===== src/hw/rtl/pdsa_ram.sv =====
// generic single write port, single read port ram with registered read
// no dependencies
module pdsa_ram #(
   parameter int unsigned WIDTH = 8,
   parameter int unsigned DEPTH = 64
) (
   input  logic                     clock,
   input  logic                     we,
   input  logic [$clog2(DEPTH)-1:0] waddr,
   input  logic [WIDTH-1:0]         wdata,
   input  logic [$clog2(DEPTH)-1:0] raddr,
   output logic [WIDTH-1:0]         rdata
);

   logic [WIDTH-1:0] mem [DEPTH];

   always_ff @(posedge clock) begin
      if (we) begin
         mem[waddr] <= wdata;
      end
      rdata <= mem[raddr];
   end

endmodule


===== config.mk =====
export PLATFORM = sky130hd
export DESIGN_NAME = pdsa_ram
export DESIGN_NICKNAME = d
export VERILOG_FILES = /design/src/hw/rtl/pdsa_ram.sv
export SDC_FILE = /design/constraint.sdc
export NUM_CORES = 1
export LEC_CHECK = 0
export BUFFER_PORTS_ARGS = -buffer_cell sky130_fd_sc_hd__buf_2
export CORE_MARGIN = 8
export CORE_UTILIZATION = 36
export DETAILED_ROUTE_END_ITERATION = 10
export GPL_TIMING_DRIVEN = 0
export PLACE_DENSITY = 0.6
export SLEW_MARGIN = 20
export SYNTH_ARGS = -nofsm -noshare
export SYNTH_HDL_FRONTEND = slang
export SYNTH_SLANG_ARGS = --single-unit

===== constraint.sdc =====
create_clock -name clock -period 3.2 [get_ports clock]
set_clock_uncertainty 0.15 [all_clocks]
set_input_delay 0.64 -clock clock [delete_from_list [all_inputs] [get_ports clock]]
set_output_delay 0.64 -clock clock [all_outputs]
set_load 0.01 [all_outputs]

# ---- Word level (Yosys, flattened, before mapping)
# Memory sizes are Yosys's and may differ from the RTL's. A register that Yosys moved wholly into a read port is not among the register bits.
# Cells that the tools add are included.
dict set report word_totals {
  elab_cells 3
  output_inout_bits 8
  mem_bits_rw 512
  regBits 0
  in_bits 22
  mem_count 1
}
# memory depth width rd rd_clocked_by_memory_dff write_ports line
set mem_list {}
lappend mem_list {mem 64 8 1 1 1 15} ;# logic [WIDTH-1:0] mem [DEPTH];
dict set report classes {
  n_mux 2
}
# cell count
set ops {}
lappend ops {{$mux W1} 2}

# ---- Longest topological paths before layout
dict set report depth {
  word_depth 2
  depth_mapped 9
  ltp_nobuf 5
}

# ---- Worst setup path after synthesis
# OpenSTA, ideal clock, no wires.
dict set report synth_path {
  path_kind {input to register}
  startpoint {input port raddr[1]}
  endpoint {register rdata[3], read port of mem}
  path_stages 7
  t_arrival_ns 2.180
  n_path_buf 3
  required_time_ns 2.922
  setup_ns 0.128
  setup_slack_ns 0.742
  path_cell_list {buf_4 -> buf_2 -> buf_2 -> mux4_2 -> mux4_2 -> o21ai_1 -> o41ai_1}
}
# element line
set synth_lines {}
lappend synth_lines {{start: declaration} 11} ;# input logic [$clog2(DEPTH)-1:0] raddr,
lappend synth_lines {{end: declaration} 12} ;# output logic [WIDTH-1:0] rdata

==> reports/qor.tcl <==
set qor(grt_antenna_before_repair) 4
set qor(finalSetupTns_ps) 0
set qor(cts-root-buf) {sky130_fd_sc_hd__clkbuf_16}
set qor(grt_use_total_pct) 15.0
set qor(yosysUniqueCellTypes) 40
set qor(unrepaired_setup_endpoints_after_global_routing) {false}
set qor(clkLatencyLatePin_ps) 570
set qor(synthDominantAreaCellType) {sky130_fd_sc_hd__edfxtp_1}
set qor(critical_path_slowest_stage_cell) {sky130_fd_sc_hd__o41ai_1}
set qor(gr-total-overflow) 0
set qor(htreeDepth) 2
set qor(finalCriticalPeriod_ps) 3100
set qor(synth_cells) 940
set qor(core_footprint_um2) 55200
set qor(static-leakage-power_nw) 7.01
set qor(ff2ff_setup_slack_ps) 710
set qor(asyncSetResetFlopFracSynth_pct) 0
set qor(path_clk_slew_ps) 60
set qor(first_pass_grt_wire_length_um) 69500
set qor(drive_above_1_share_pct) 25.4
set qor(timing.critical_path.from) {raddr[4]}
set qor(numClockSinks) 520
set qor(run_status) {completed}
set qor(max-vdd-ir-drop_mv) 0.386
set qor(detailedPlace.worstSlack_ps) -490
set qor(avgViaCountPerCell) 5.44
set qor(critical-path-max-stage-delay_ps) 790
set qor(reg2reg_from) {mem[3][3]}
set qor(max_slew_margin_pct) 26.1
set qor(place.port_buffers) 21
set qor(final_net_count) 1033
set qor(place_congestion) 0.828
set qor(min_period_over_period_pct) 96.9
set qor(ys_seq_elements) 520
set qor(first_global_vias) 9867
set qor(yosys_warnings) 0
set qor(min-delay-path-class) {in2reg}
set qor(cts_made_buffers) 49
set qor(reg2reg_to) {rdata[3]}
set qor(yosys.cell_count.top_type) {sky130_fd_sc_hd__edfxtp_1}
set qor(synth_enable_flop_cells) 512
set qor(cp_cell_sequence) {buf_2, clkbuf_1, clkbuf_1, a2111oi_0, o41ai_1}
set qor(avgSynthCellArea_um2) 21.5
set qor(std_cell_rows) 86
set qor(fp.dieArea_um2) 63800
set qor(cp-start-kind) {input pin}
set qor(post-place-cells) 1709
set qor(drt_first_iter_violations) 1184
set qor(setup_viol_count_final) 0
set qor(die_height_um) 253
set qor(worstRegToRegCells) 4
set qor(synth.area.top_cells) {sky130_fd_sc_hd__edfxtp_1, sky130_fd_sc_hd__mux4_2, sky130_fd_sc_hd__nor2_1}
set qor(antenna_left) 0
set qor(cts_tree) {done}
set qor(maxCapViolCount) 0
set qor(setup_slack_ps) 99.0
set qor(worstPathRequired_ps) 3440
set qor(leading_cell_types_by_count_after_synthesis) {sky130_fd_sc_hd__edfxtp_1, sky130_fd_sc_hd__mux4_2, sky130_fd_sc_hd__nor2_1}
set qor(power_per_cell_area_nw_per_um2) 618
set qor(synth.net_count) 962
set qor(detail_route.wl_per_cell_um) 26.7
set qor(worst-path-max-fanout) 10
set qor(finish.cell_count_without_fillers) 1802
set qor(mappedNetlistArea_um2) 20200
set qor(timing.setup.critical_path_class) {in2reg}
set qor(clock.fmax_mhz) 322
set qor(detail_route.drc_violations) 0
set qor(worst_pin_slew_ps) 1110
set qor(grt_start_max_net_pins) 65
set qor(end_kind) {register}
set qor(totalWireLength_um) 48100
set qor(max_slew_violation_count) 0
set qor(cts_max_path_buffers) 3
set qor(timing.critical_path.to) {rdata[5]}
set qor(finalHoldViolations) 0
set qor(num_vias) 9802
set qor(detailedPlacementHpwl_um) 30400
set qor(critical_path_arrival_ps) 3340
set qor(area.growth.synth_to_final_pct) 13.3
set qor(ys_dominant_reg_cell) {sky130_fd_sc_hd__edfxtp_1}
set qor(share_of_yosys_cell_area_claimed_by_the_top_area_cell_type_pct) 76.2
set qor(synth-seq-area-share_pct) 77.0
set qor(crit_path_frequent_cell) {sky130_fd_sc_hd__clkbuf_1}
set qor(fp.dieW_um) 253
set qor(initial_util_pct) 36.5
set qor(io_pins) 30
set qor(detail_route.first_pass.iterations) 5
[area by class of cell]
cell class,instances,area (um^2)
Clock buffer,76,1430
Fill cell,4770,32300
Clock inverter,15,180
Buffer,50,313
Sequential cell,520,15500
Multi-Input combinational cell,369,4330
Antenna cell,3,7.51
Tap cell,748,936
Timing Repair Buffer,21,125
[worst max-delay path, delay by kind of cell]
family          cells  cell delay [ps]
buf+inv             3             1620
compound gates      2             1060
[registers in the layout, indices dropped and copies added, names as in the netlist]
register  cells
mem         512
rdata         8
[where the power goes]
group          switching (W)  internal, W
clock network        0.00244      0.00339
registers          0.0000125      0.00754
logic               0.000486     0.000268
[what timing repair did]
action                                  in CTS  in global routing
buffers inserted                             0                  0
endpoints found under the setup margin       0                  3
hold buffers                                 0                  0
gates resized for setup                      0                  1
[layer usage]
metal	vias to the layer above	global-route usage, %	wire [um]
met1	5189	21.3	20400
met2	425	22.9	22100
met3	91	3.38	4280
li1	4091	-	-
met5	-	0	33
met4	6	4.36	1310
[metrics by stage]
| stage | util, % | cell area [um^2] | total power [W] | hold WS [ps] |
|---|---|---|---|---|
| floorplan | - | 20200 | 0.00810 | 568 |
| global placement | 38.4 | 21200 | 0.00844 | 832 |
| detailed placement | 38.4 | 21200 | 0.00845 | 823 |
| CTS | 41.4 | 22800 | 0.0142 | 395 |
| global route | 41.4 | 22800 | 0.0145 | 388 |
| finish | 41.4 | 22900 | 0.0141 | 396 |
[cells in the final DEF (no fill, tap or decap), types with 4 or more instances in the layout]
cell	count
sky130_fd_sc_hd__a211oi_1	4
sky130_fd_sc_hd__a221oi_1	6
sky130_fd_sc_hd__buf_2	24
sky130_fd_sc_hd__buf_4	21
sky130_fd_sc_hd__buf_6	4
sky130_fd_sc_hd__bufinv_16	4
sky130_fd_sc_hd__clkbuf_1	34
sky130_fd_sc_hd__clkbuf_16	49
sky130_fd_sc_hd__clkbuf_8	10
sky130_fd_sc_hd__clkinv_2	7
sky130_fd_sc_hd__dfxtp_1	8
sky130_fd_sc_hd__edfxtp_1	512
sky130_fd_sc_hd__mux2_2	13
sky130_fd_sc_hd__mux2i_1	23
sky130_fd_sc_hd__mux4_2	126
sky130_fd_sc_hd__nand2_1	19
sky130_fd_sc_hd__nand2b_1	7
sky130_fd_sc_hd__nand3_1	13
sky130_fd_sc_hd__nor2_1	83
sky130_fd_sc_hd__nor2b_1	14
sky130_fd_sc_hd__nor3_1	5
sky130_fd_sc_hd__o221ai_1	8
sky130_fd_sc_hd__o22ai_1	8
[cell families (layout without fill, tap and decap cells)]
logic type	after synthesis	in the layout	synth area share (%)
muxes	162	162	15.9
DFF	520	520	77.0
and+or+nand+nor	153	153	3.39
buffers and inverters	51	162	1.57
AOI/OAI and AO/OA	54	54	2.07
other	0	3	0
[worst min path at each step]
stage                    end       start  slack, ps  cells past startpoint
CTS                 rdata[5]    raddr[5]        390                      2
detailed placement  rdata[7]   mem[2][7]        820                      4
floorplan           rdata[0]  mem[34][0]        570                      4
finish              rdata[3]    raddr[5]        400                      2
global placement    rdata[7]   mem[2][7]        830                      4
global route        rdata[3]    raddr[5]        390                      2
(Power assumes the default switching activity.)
