[src/hw/rtl/pdsa_pkg.sv]
// package for the packet descriptor slot allocator
// types, constants and result helpers shared by the interfaces and modules
// no dependencies
package pdsa_pkg;

   localparam int unsigned SLOTS      = 64;
   localparam int unsigned MAX_BYTES  = 4096;
   localparam int unsigned SLOT_W     = $clog2(SLOTS);
   localparam int unsigned COUNT_W    = $clog2(SLOTS + 1);
   localparam int unsigned DATA_W     = 32;
   localparam int unsigned TIME_W     = 64;
   localparam int unsigned SLOT_OUT_W = 6;
   localparam int unsigned CSR_IDX_W  = 1;

   // request modes
   localparam logic [1:0] MODE_ALLOC  = 2'd0;
   localparam logic [1:0] MODE_FREE   = 2'd1;
   localparam logic [1:0] MODE_LOOKUP = 2'd2;

   // result status codes
   localparam logic [1:0] STAT_OK      = 2'd0;
   localparam logic [1:0] STAT_INVALID = 2'd1;
   localparam logic [1:0] STAT_FULL    = 2'd2;

   // register indexes
   localparam logic [CSR_IDX_W-1:0] CSR_DATA_BASE  = 1'b0;
   localparam logic [CSR_IDX_W-1:0] CSR_AREA_BYTES = 1'b1;

   typedef struct packed {
      logic [DATA_W-1:0] data_base;
      logic [DATA_W-1:0] data_area_bytes;
   } cfg_type;

   typedef struct packed {
      logic [DATA_W-1:0] id;
      logic [DATA_W-1:0] size;
      logic [DATA_W-1:0] func;
      logic [TIME_W-1:0] stamp;
      logic [DATA_W-1:0] offset;
   } slot_entry_type;

   localparam int unsigned ENTRY_W = $bits(slot_entry_type);

   typedef struct packed {
      logic                we;
      logic [SLOT_W-1:0]   waddr;
      slot_entry_type      wdata;
      logic [SLOT_W-1:0]   raddr;
   } ram_cmd_type;

   typedef struct packed {
      logic [1:0]            status;
      logic [DATA_W-1:0]     pkt_id;
      logic [SLOT_OUT_W-1:0] slot;
      logic [DATA_W-1:0]     pkt_offset;
      logic [DATA_W-1:0]     pkt_size;
      logic [DATA_W-1:0]     pkt_function;
      logic [TIME_W-1:0]     pkt_time;
      logic [COUNT_W-1:0]    live_count;
   } rsp_beat_type;

   // failed request: only status and live count are nonzero
   function automatic rsp_beat_type fail_beat(logic [1:0] st, logic [COUNT_W-1:0] cnt);
      rsp_beat_type b;
      b            = '0;
      b.status     = st;
      b.live_count = cnt;
      return b;
   endfunction

   function automatic rsp_beat_type ok_beat(slot_entry_type e, logic [SLOT_W-1:0] s,
                                            logic [COUNT_W-1:0] cnt);
      rsp_beat_type b;
      b.status       = STAT_OK;
      b.pkt_id       = e.id;
      b.slot         = SLOT_OUT_W'(s);
      b.pkt_offset   = e.offset;
      b.pkt_size     = e.size;
      b.pkt_function = e.func;
      b.pkt_time     = e.stamp;
      b.live_count   = cnt;
      return b;
   endfunction

endpackage

[src/hw/rtl/pdsa_req_if.sv]
// request channel of the slot allocator: valid/ready plus request payload
// depends on pdsa_pkg
interface pdsa_req_if import pdsa_pkg::*; ();
   logic              valid;
   logic              ready;
   logic [1:0]        mode;
   logic [DATA_W-1:0] req_size;
   logic [DATA_W-1:0] req_function;
   logic [DATA_W-1:0] req_id;
   logic [TIME_W-1:0] now_us;

   modport source (output valid, mode, req_size, req_function, req_id, now_us,
                   input ready);
   modport sink (input valid, mode, req_size, req_function, req_id, now_us,
                 output ready);
endinterface

[src/hw/rtl/pdsa_rsp_if.sv]
// result channel of the slot allocator: valid/ready plus result payload
// depends on pdsa_pkg
interface pdsa_rsp_if import pdsa_pkg::*; ();
   logic                  valid;
   logic                  ready;
   logic [1:0]            status;
   logic [DATA_W-1:0]     pkt_id;
   logic [SLOT_OUT_W-1:0] slot;
   logic [DATA_W-1:0]     pkt_offset;
   logic [DATA_W-1:0]     pkt_size;
   logic [DATA_W-1:0]     pkt_function;
   logic [TIME_W-1:0]     pkt_time;
   logic [COUNT_W-1:0]    live_count;

   modport source (output valid, status, pkt_id, slot, pkt_offset, pkt_size,
                   pkt_function, pkt_time, live_count, input ready);
   modport sink (input valid, status, pkt_id, slot, pkt_offset, pkt_size,
                 pkt_function, pkt_time, live_count, output ready);
endinterface

[src/hw/rtl/pdsa_ctrl.sv]
// sequencer of the slot allocator: valid bits, live count, id counter,
// slot scans over the descriptor ram and the result register
// depends on pdsa_pkg, pdsa_req_if, pdsa_rsp_if
module pdsa_ctrl import pdsa_pkg::*; (
   input  logic                 clock,
   input  logic                 reset,
   pdsa_req_if.sink             req_ch,
   pdsa_rsp_if.source           rsp_ch,
   input  cfg_type              cfg,
   output ram_cmd_type          ram_cmd,
   input  logic [ENTRY_W-1:0]   ram_rdata
);

   typedef enum logic [2:0] {
      S_IDLE,
      S_SCAN_FREE,
      S_CHECK,
      S_SCAN_ID,
      S_DONE
   } state_type;

   localparam logic [SLOT_W-1:0] LAST_SLOT = SLOT_W'(SLOTS - 1);

   state_type            state_ff, state_in;
   logic [SLOTS-1:0]     valid_ff, valid_in;
   logic [COUNT_W-1:0]   count_ff, count_in;
   logic [DATA_W-1:0]    id_next_ff, id_next_in;
   logic [SLOT_W-1:0]    idx_ff, idx_in;
   logic [SLOT_W-1:0]    pidx_ff, pidx_in;
   logic                 pend_ff, pend_in;
   logic [1:0]           mode_ff, mode_in;
   logic [DATA_W-1:0]    size_ff, size_in;
   logic [DATA_W-1:0]    func_ff, func_in;
   logic [DATA_W-1:0]    id_ff, id_in;
   logic [TIME_W-1:0]    now_ff, now_in;
   logic [DATA_W:0]      limit_ff, limit_in;
   logic [DATA_W:0]      off_ff, off_in;
   rsp_beat_type         res_ff, res_in;
   rsp_beat_type         out_ff, out_in;
   logic                 out_valid_ff, out_valid_in;

   slot_entry_type       rd_entry;
   slot_entry_type       new_entry;
   logic [DATA_W:0]      area_sum;
   logic [DATA_W+1:0]    data_end;
   logic [DATA_W-1:0]    id_inc;

   assign rd_entry = slot_entry_type'(ram_rdata);
   assign area_sum = {1'b0, cfg.data_base} + {1'b0, cfg.data_area_bytes};
   assign data_end = {1'b0, off_ff} + (DATA_W + 2)'(size_ff);
   assign id_inc   = id_next_ff + DATA_W'(1);

   always_comb begin
      new_entry.id     = id_next_ff;
      new_entry.size   = size_ff;
      new_entry.func   = func_ff;
      new_entry.stamp  = now_ff;
      new_entry.offset = off_ff[DATA_W-1:0];
   end

   assign req_ch.ready = (state_ff == S_IDLE);

   assign rsp_ch.valid        = out_valid_ff;
   assign rsp_ch.status       = out_ff.status;
   assign rsp_ch.pkt_id       = out_ff.pkt_id;
   assign rsp_ch.slot         = out_ff.slot;
   assign rsp_ch.pkt_offset   = out_ff.pkt_offset;
   assign rsp_ch.pkt_size     = out_ff.pkt_size;
   assign rsp_ch.pkt_function = out_ff.pkt_function;
   assign rsp_ch.pkt_time     = out_ff.pkt_time;
   assign rsp_ch.live_count   = out_ff.live_count;

   always_comb begin
      state_in     = state_ff;
      valid_in     = valid_ff;
      count_in     = count_ff;
      id_next_in   = id_next_ff;
      idx_in       = idx_ff;
      pidx_in      = pidx_ff;
      pend_in      = pend_ff;
      mode_in      = mode_ff;
      size_in      = size_ff;
      func_in      = func_ff;
      id_in        = id_ff;
      now_in       = now_ff;
      limit_in     = limit_ff;
      off_in       = off_ff;
      res_in       = res_ff;
      out_in       = out_ff;
      out_valid_in = out_valid_ff;

      ram_cmd.we    = 1'b0;
      ram_cmd.waddr = idx_ff;
      ram_cmd.wdata = new_entry;
      ram_cmd.raddr = idx_ff;

      // output register drains when the sink takes the beat
      if (rsp_ch.ready) begin
         out_valid_in = 1'b0;
      end

      case (state_ff)
         S_IDLE: begin
            if (req_ch.valid) begin
               mode_in  = req_ch.mode;
               size_in  = req_ch.req_size;
               func_in  = req_ch.req_function;
               id_in    = req_ch.req_id;
               now_in   = req_ch.now_us;
               idx_in   = '0;
               pend_in  = 1'b0;
               // end of the data area, clipped to the 32-bit address space
               limit_in = area_sum[DATA_W] ? {1'b0, {DATA_W{1'b1}}} : area_sum;
               case (req_ch.mode)
                  MODE_ALLOC: begin
                     if (req_ch.req_size > DATA_W'(MAX_BYTES)) begin
                        res_in   = fail_beat(STAT_INVALID, count_ff);
                        state_in = S_DONE;
                     end else if (count_ff >= COUNT_W'(SLOTS)) begin
                        res_in   = fail_beat(STAT_FULL, count_ff);
                        state_in = S_DONE;
                     end else begin
                        state_in = S_SCAN_FREE;
                     end
                  end
                  MODE_FREE, MODE_LOOKUP: begin
                     state_in = S_SCAN_ID;
                  end
                  default: begin
                     res_in   = fail_beat(STAT_INVALID, count_ff);
                     state_in = S_DONE;
                  end
               endcase
            end
         end

         S_SCAN_FREE: begin
            if (!valid_ff[idx_ff]) begin
               off_in   = {1'b0, cfg.data_base}
                        + (DATA_W + 1)'(idx_ff) * (DATA_W + 1)'(MAX_BYTES);
               state_in = S_CHECK;
            end else if (idx_ff == LAST_SLOT) begin
               res_in   = fail_beat(STAT_FULL, count_ff);
               state_in = S_DONE;
            end else begin
               idx_in = idx_ff + SLOT_W'(1);
            end
         end

         S_CHECK: begin
            if (data_end > {1'b0, limit_ff}) begin
               res_in = fail_beat(STAT_FULL, count_ff);
            end else begin
               ram_cmd.we       = 1'b1;
               valid_in[idx_ff] = 1'b1;
               count_in         = count_ff + COUNT_W'(1);
               id_next_in       = (id_inc == '0) ? DATA_W'(1) : id_inc;
               res_in           = ok_beat(new_entry, idx_ff, count_in);
            end
            state_in = S_DONE;
         end

         S_SCAN_ID: begin
            // one address issued per cycle, its data checked in the cycle after
            pend_in = 1'b1;
            pidx_in = idx_ff;
            if (idx_ff != LAST_SLOT) begin
               idx_in = idx_ff + SLOT_W'(1);
            end
            if (pend_ff) begin
               if (valid_ff[pidx_ff] && rd_entry.id == id_ff) begin
                  if (mode_ff == MODE_FREE) begin
                     valid_in[pidx_ff] = 1'b0;
                     count_in          = count_ff - COUNT_W'(1);
                  end
                  res_in   = ok_beat(rd_entry, pidx_ff, count_in);
                  state_in = S_DONE;
               end else if (pidx_ff == LAST_SLOT) begin
                  res_in   = fail_beat(STAT_INVALID, count_ff);
                  state_in = S_DONE;
               end
            end
         end

         S_DONE: begin
            if (!out_valid_ff || rsp_ch.ready) begin
               out_in       = res_ff;
               out_valid_in = 1'b1;
               state_in     = S_IDLE;
            end
         end

         default: begin
            state_in = S_IDLE;
         end
      endcase
   end

   always_ff @(posedge clock) begin
      if (reset) begin
         state_ff     <= S_IDLE;
         valid_ff     <= '0;
         count_ff     <= '0;
         id_next_ff   <= DATA_W'(1);
         pend_ff      <= 1'b0;
         out_valid_ff <= 1'b0;
      end else begin
         state_ff     <= state_in;
         valid_ff     <= valid_in;
         count_ff     <= count_in;
         id_next_ff   <= id_next_in;
         pend_ff      <= pend_in;
         out_valid_ff <= out_valid_in;
         idx_ff       <= idx_in;
         pidx_ff      <= pidx_in;
         mode_ff      <= mode_in;
         size_ff      <= size_in;
         func_ff      <= func_in;
         id_ff        <= id_in;
         now_ff       <= now_in;
         limit_ff     <= limit_in;
         off_ff       <= off_in;
         res_ff       <= res_in;
         out_ff       <= out_in;
      end
   end

endmodule

[src/flat_wrapper.sv]
// flat-port wrapper written by rule: the top's interface ports become plain ports
module pdsa_ctrl_flat import pdsa_pkg::*;
  (clock, reset, cfg, ram_cmd, ram_rdata, req_ch_valid, req_ch_mode, req_ch_req_size, req_ch_req_function, req_ch_req_id, req_ch_now_us, req_ch_ready, rsp_ch_valid, rsp_ch_status, rsp_ch_pkt_id, rsp_ch_slot, rsp_ch_pkt_offset, rsp_ch_pkt_size, rsp_ch_pkt_function, rsp_ch_pkt_time, rsp_ch_live_count, rsp_ch_ready);
  pdsa_req_if req_ch_i ();
  pdsa_rsp_if rsp_ch_i ();
  input  logic clock;
  input  logic reset;
  input  cfg_type cfg;
  output ram_cmd_type ram_cmd;
  input  logic [ENTRY_W-1:0] ram_rdata;
  input wire logic [$bits(req_ch_i.valid)-1:0] req_ch_valid;
  input wire logic [$bits(req_ch_i.mode)-1:0] req_ch_mode;
  input wire logic [$bits(req_ch_i.req_size)-1:0] req_ch_req_size;
  input wire logic [$bits(req_ch_i.req_function)-1:0] req_ch_req_function;
  input wire logic [$bits(req_ch_i.req_id)-1:0] req_ch_req_id;
  input wire logic [$bits(req_ch_i.now_us)-1:0] req_ch_now_us;
  output wire logic [$bits(req_ch_i.ready)-1:0] req_ch_ready;
  output wire logic [$bits(rsp_ch_i.valid)-1:0] rsp_ch_valid;
  output wire logic [$bits(rsp_ch_i.status)-1:0] rsp_ch_status;
  output wire logic [$bits(rsp_ch_i.pkt_id)-1:0] rsp_ch_pkt_id;
  output wire logic [$bits(rsp_ch_i.slot)-1:0] rsp_ch_slot;
  output wire logic [$bits(rsp_ch_i.pkt_offset)-1:0] rsp_ch_pkt_offset;
  output wire logic [$bits(rsp_ch_i.pkt_size)-1:0] rsp_ch_pkt_size;
  output wire logic [$bits(rsp_ch_i.pkt_function)-1:0] rsp_ch_pkt_function;
  output wire logic [$bits(rsp_ch_i.pkt_time)-1:0] rsp_ch_pkt_time;
  output wire logic [$bits(rsp_ch_i.live_count)-1:0] rsp_ch_live_count;
  input wire logic [$bits(rsp_ch_i.ready)-1:0] rsp_ch_ready;
  assign req_ch_i.valid = req_ch_valid;
  assign req_ch_i.mode = req_ch_mode;
  assign req_ch_i.req_size = req_ch_req_size;
  assign req_ch_i.req_function = req_ch_req_function;
  assign req_ch_i.req_id = req_ch_req_id;
  assign req_ch_i.now_us = req_ch_now_us;
  assign req_ch_ready = req_ch_i.ready;
  assign rsp_ch_valid = rsp_ch_i.valid;
  assign rsp_ch_status = rsp_ch_i.status;
  assign rsp_ch_pkt_id = rsp_ch_i.pkt_id;
  assign rsp_ch_slot = rsp_ch_i.slot;
  assign rsp_ch_pkt_offset = rsp_ch_i.pkt_offset;
  assign rsp_ch_pkt_size = rsp_ch_i.pkt_size;
  assign rsp_ch_pkt_function = rsp_ch_i.pkt_function;
  assign rsp_ch_pkt_time = rsp_ch_i.pkt_time;
  assign rsp_ch_live_count = rsp_ch_i.live_count;
  assign rsp_ch_i.ready = rsp_ch_ready;
  pdsa_ctrl u_core (.clock(clock), .reset(reset), .req_ch(req_ch_i), .rsp_ch(rsp_ch_i), .cfg(cfg), .ram_cmd(ram_cmd), .ram_rdata(ram_rdata));
endmodule
[config.mk]
export PLATFORM = sky130hd
export DESIGN_NAME = pdsa_ctrl_flat
export DESIGN_NICKNAME = d
export VERILOG_FILES = /design/src/hw/rtl/pdsa_pkg.sv /design/src/hw/rtl/pdsa_req_if.sv /design/src/hw/rtl/pdsa_rsp_if.sv /design/src/hw/rtl/pdsa_ctrl.sv /design/src/flat_wrapper.sv
export SDC_FILE = /design/constraint.sdc
export NUM_CORES = 1
export LEC_CHECK = 0
export ABC_AREA = 0
export BUFFER_PORTS_ARGS = -buffer_cell sky130_fd_sc_hd__buf_2
export CAP_MARGIN = 30
export CORE_AREA = 2 2 322 324
export DETAILED_ROUTE_END_ITERATION = 16
export DIE_AREA = 0 0 324 326
export PLACE_DENSITY = 0.62
export SETUP_SLACK_MARGIN = 0.3
export SLEW_MARGIN = 30
export SYNTH_ARGS = -nofsm -noshare
export SYNTH_HDL_FRONTEND = slang
export SYNTH_SLANG_ARGS = --single-unit
export TNS_END_PERCENT = 5
[constraint.sdc]
create_clock -name clock -period 18.9 [get_ports clock]
set_input_delay 4.725 -clock clock [delete_from_list [all_inputs] [get_ports clock]]
set_output_delay 4.725 -clock clock [all_outputs]
set_load 0.02 [all_outputs]
# Word level (Yosys, flattened, before mapping)
# Cells that the tools add are included.
word_totals:
  elab_cells: 154
  register_bits: 762
  in_bits: 422
op_classes:
  n_reduce_logical: 24
  order_cmp: 7
  n_eq_ne: 25
  bitwise: 6
  mux: 53
  n_addsub: 7
ops:
  columns: ["cell", "count"]
  rows:
  - ["$mux W207", 9]
  - ["$pmux W207 S4", 1]
  - ["$pmux W207 S2", 1]
  - ["$mux W64", 4]
  - ["$pmux W64 S2", 1]
  - ["$and A64 B64 Y64", 1]
  - ["$not A64 Y64", 1]
  - ["$or A64 B64 Y64", 1]
  - ["$add A33 B32 Y34", 1]
  - ["$gt A34 B33 Y1", 1]
  - ["$add A32 B18 Y33", 1]
  - ["$add A32 B32 Y33", 1]
  - ["$add A32 B1 Y32 const B", 1]
  - ["$eq A32 B32 Y1", 1]
  - ["$gt A32 B13 Y1 const B", 1]
  - ["$logic_not A32 Y1", 1]
  - ["$mux W32", 1]
  - ["$mux W7", 4]
  - ["$mux W3", 9]
  - ["$mux W6", 4]
  - ["$pmux W6 S3", 1]
  - ["$pmux W3 S5", 1]
  - ["$lt A6 B7 Y1 const B", 2]
  - ["$ne A2 B1 Y1 const B", 7]
  - ["38 further kinds", 66]

# Logic depth before layout (Yosys ltp)
logic_depth:
  depth_word: 10
  depth_mapped: 25
  mapped_depth_nobuf: 22

# Worst setup path before layout
# Ideal clock, no wire load.
synth_path:
  kind: "input-to-reg"
  start: "input reset"
  end: "register u_core.out_ff, in the netlist u_core.rsp_ch.live_count[0], enable pin"
  path_stages: 4
  arrival_ps: 19245
  setup_slack_ps: -1373
  setup_time_ps: 1028
  t_required_ps: 17872
  n_path_buf: 3
  cell_sequence: "clkbuf_1 clkbuf_1 clkbuf_1 nor3_1"
synth_via:
  elab_chain_len: 2
synth_rtl:
  columns: ["item", "line", "text"]
  rows:
  - ["from (decl)", "flat_wrapper.sv:7", "input logic reset;"]
  - ["$not A1 Y1 (no source line)", null, null]
  - ["$reduce_and A3 Y1 (no source line)", null, null]
  - ["to (signal assigned)", "pdsa_ctrl.sv:224", "out_ff <= out_in;"]
  - ["to (decl)", "pdsa_ctrl.sv:39", "rsp_beat_type out_ff, out_in;"]
# No other way between the ends.
# A chain may end at the register's enable or synchronous reset.

==> results by group <==
Cells and area
  – Commonest non-fill, non-tap cells in the layout: buf_2 (834), edfxtp_1 (653), a22o_1 (195), nand2_1 (120), a21oi_1 (119)
  – Fin nets: 3852
  – Commonest non-fill, non-tap cell in the layout: buf_2
  – Post-Layout Cell Count: roughly 4800
  – Area grow syn2layout: 25.39%
  – Share of cells above drive strength 1: 0.3160
  – Fillers: 9601
  – Reg area: 21770 sq um
  – Area occupied by multi-input gates: ~11000 sq um

STA
  – Setup ws final: between 7 and 8 ns
  – RSZ-0062 raised after global routing: false
  – Max Slew Vio Count: 0
  – Hold Vio Cnt, Final: 0
  – TNS Setup: 0 ns
  – Hold_ws: 0.4127 ns
  – Fmax: 86.57 MHz
  – Max_slew headroom: 0.3641
  – Slew @ Worst Pin: 0.9539 ns
  – Fin crit share: 0.6112
  – Worst Clk Skew: between 0.04 and 0.05 ns
  – Minimum clock period: 11.55 ns
  – Final setup fails: 0

Clock network
  – TritonCTS clock tree: built
  – Cts hold-fix bufs: 0
  – Max clock buf depth: 3
  – Clock sink count: roughly 760
  – Root buffer cell: clkbuf_16
  – Post-CTS Resized: 0
  – H-Tree Depth: 3
  – TritonCTS Buffers: 86
  – CTS clk-pin slew, worst paths: 0.06 ns
  – Post-CTS setup buffers: 0
  – Skew-Pair Late Insertion Delay: 0.68 ns

Place
  – Pre-CTS setup slack: 8.065 ns
  – Routability congestion estimate: 0.9671
  – DP HPWL: approximately 100000 microns
  – Placed cells: approximately 4600
  – I/O Buffers: 835

Drt
  – Post-route DRC: 0
  – Met3 WL: 13630 microns
  – Max layer used: met5
  – Drt first pass iters: 5
  – Met1 WL: 55870 microns
  – DR vias: 26190
  – Initial DRC count: about 2900
  – Vias per cell: 5.468
  – Wirelength per Cell: slightly below 30 microns
  – Post-route antenna net violation count: 0
  – WL final: 139800 microns
  – Met2 WL: between 60000 and 70000 microns

Critical path
  – FF-to-FF Start: u_core.off_ff[0]
  – Crit end category: output port
  – Slowest-stage cell, CP: inv_8
  – CP peak stage delay: 0.60 ns
  – Worst EP required: 14.18 ns
  – Startpoint Class: flop
  – CP Data Arrival Time: slightly below 7 ns
  – WP depth: 21
  – Reg2Reg Setup Slack: 11.03 ns
  – Crit Path Category: flop to output port
  – CP max FO: approximately 120
  – Reg2Reg Depth: 23
  – Worst path bufs/invs: 3
  – CP top delay family: compound AO/OA/AOI/OAI gates
  – CP cell instances: ha_1, fa_1, a211oi_1, o211ai_1, a41oi_1, a211oi_1, nor2b_1, o22ai_1, o2111ai_1, a21oi_1, xnor2_1, ha_1, o21a_1, a21oi_1, o21ai_0, o21a_1, a2111oi_4, nand2_1, buf_4, inv_8, buf_2
  – Crit path to: ram_cmd[204]
  – RR Endpoint: u_core.res_ff[88]
  – Worst setup path start: u_core.off_ff[0]

Die
  – I/O Pins: 836
  – Die Span Y: approximately 330 microns
  – Starting Density: 0.3314
  – Rows: 118
  – Die area: 105600 sq um
  – Die Width: 324 microns
  – Core ar.: 102600 sq um

Logic synthesis
  – Netlist cell types: around 80
  – Asr flop ratio synth: 0
  – Number of enable flip-flop cells after synthesis: 653
  – Net count after synthesis: between 3000 and 4000
  – Post-synthesis sequential area ratio: 0.6402
  – #FFs+latches synth: ~760
  – Post-Syn Area per Cell: 13.43 sq um
  – Post-Syn Area: roughly 34000 sq um
  – Main synth FF type: edfxtp_1
  – Ys Warns: 0
  – Cells after Synth: 2533

Min path
  – Class of the most critical hold timing path: flop to flop
  – Worst Hold Launch: u_core.res_ff[200]

Global routing
  – First-pass GRT wire length: roughly 190000 microns
  – Largest net degree at the start of global routing: roughly 120
  – Total congestion overflow: 0
  – Antenna violations before repair: 36
  – All-layer global routing usage: 0.2549
  – Vias in the first global route: 24800

Pwr
  – Peak supply drop: 0.08259 mV
  – LEAKAGE: 16.08 nW
  – Power Density: 124.8 nW/um^2

Outcome
  – Outcome: finished, final reports clean

Job
  – Max-cap viol count: 0
[worst reg2reg max path, delay by kind of cell, from the launching register on]
kind / cells / cell delay (ns)
fa+ha+maj: 3 / 0.98
compound gates: 13 / 3.58
simple gates: 2 / 0.28
flops: 1 / 0.41
xor+xnor: 1 / 0.15
buf+inv: 4 / 2.29
[report_power, final]
group / switching (mW) / total [mW] / leakage, nW / internal (mW)
combinational: 0.839 / 1.18 / 7.67 / 0.340
clock: 0.743 / 1.82 / 1.50 / 1.08
sequential: 0.129 / 2.32 / 6.91 / 2.19
total: 1.71 / 5.32 / 16.1 / 3.61
[worst min-delay path by stage]
stage	to	slack [ns]	cells after the start
floorplan	u_core.rsp_ch.live_count[0]	0.40	0
global placement	u_core.rsp_ch.pkt_time[49]	0.40	0
detailed placement	u_core.rsp_ch.pkt_function[12]	0.40	0
CTS	u_core.rsp_ch.pkt_size[5]	0.41	0
global route	u_core.rsp_ch.pkt_offset[18]	0.42	0
finish	u_core.rsp_ch.pkt_id[27]	0.41	0
[layout make-up]
| class | instances | share of cell area |
|---|---|---|
| Antenna cell | 18 | 0.001056 |
| Clock inverter | 61 | 0.01866 |
| Multi-Input combinational cell | 1517 | 0.2628 |
| Sequential cell | 761 | 0.5105 |
| Tap cell | 1380 | 0.04049 |
| Inverter | 77 | 0.006954 |
| Timing Repair Buffer | 875 | 0.1062 |
| Clock buffer | 101 | 0.05326 |
[per-layer routing]
metal | vias to the layer above | global-route usage
met4 | 24 | 0.1085
met5 | - | 0
met3 | 241 | 0.07100
met2 | 1423 | 0.3992
met1 | 12980 | 0.3301
li1 | 11520 | -
[per-stage QoR]
| stage | utilization | area (sq um) | total power [mW] |
|---|---|---|---|
| finish | 0.4156 | 42640 | 5.322 |
| global route | 0.4153 | 42610 | 5.518 |
| CTS | 0.4148 | 42570 | 5.355 |
| detailed placement | 0.3849 | 39500 | 3.527 |
| global placement | 0.3844 | 39440 | 3.517 |
| floorplan | - | 34010 | 3.073 |
[synthesized netlist by cell type (8+ instances only)]
cell      instances  area, sq um
nand4_1          30        187.7
nor2b_1          37        231.5
xnor2_1          92        805.8
edfxtp_1        653        19610
xor2_1           27        236.5
ha_1            109         1364
nor2_1           93        349.1
nor3_1           43        215.2
a21oi_1         120        600.6
buf_4            39        292.8
a22oi_1          13        97.59
buf_1            10        37.54
a31oi_1          24        150.1
o21ai_0          91        455.4
and3_1           18        112.6
a41oi_1          60        525.5
mux2i_1          22        220.2
o21a_1           15        112.6
nand2_1         120        450.4
or3_1            31        193.9
clkbuf_1         99        371.6
o211ai_1          8        60.06
o22ai_1          13        81.33
mux4_2           17        382.9
dfxtp_1         108         2162
inv_1            72        270.3
a21o_1           27        202.7
and2_1           11        68.82
nand3_1          53        265.3
o21bai_1         13        97.59
a211oi_1         84        630.6
nor4_1           20        125.1
mux2_2            9        101.4
nand2b_1         17        106.4
a22o_1          195         1708
buf_2            29        145.1
[sequential cells by signal (all words and copies together) (netlist names), 2 cells and up]
signal,flops
u_core.count_ff,7
u_core.rsp_ch.pkt_size,32
u_core.rsp_ch.pkt_offset,32
u_core.limit_ff,32
u_core.rsp_ch.status,2
u_core.size_ff,32
u_core.rsp_ch.live_count,7
u_core.off_ff,33
u_core.rsp_ch.pkt_id,32
u_core.mode_ff,2
u_core.idx_ff,6
u_core.rsp_ch.pkt_function,32
u_core.rsp_ch.pkt_time,64
u_core.state_ff,3
u_core.id_ff,32
u_core.res_ff,207
u_core.rsp_ch.slot,6
u_core.pidx_ff,6
u_core.id_next_ff,32
u_core.valid_ff,64
u_core.now_ff,64
u_core.func_ff,32
[kinds of logic after synthesis]
group,Yosys count,synth area share
compound gates,724,0.1552
xor+xnor,119,0.03065
fa+ha+maj,112,0.04187
buf+inv,255,0.03374
flops,761,0.6402
mux,48,0.02071
simple gates,514,0.07767
No activity file was read; power rests on OpenSTA's default activity.
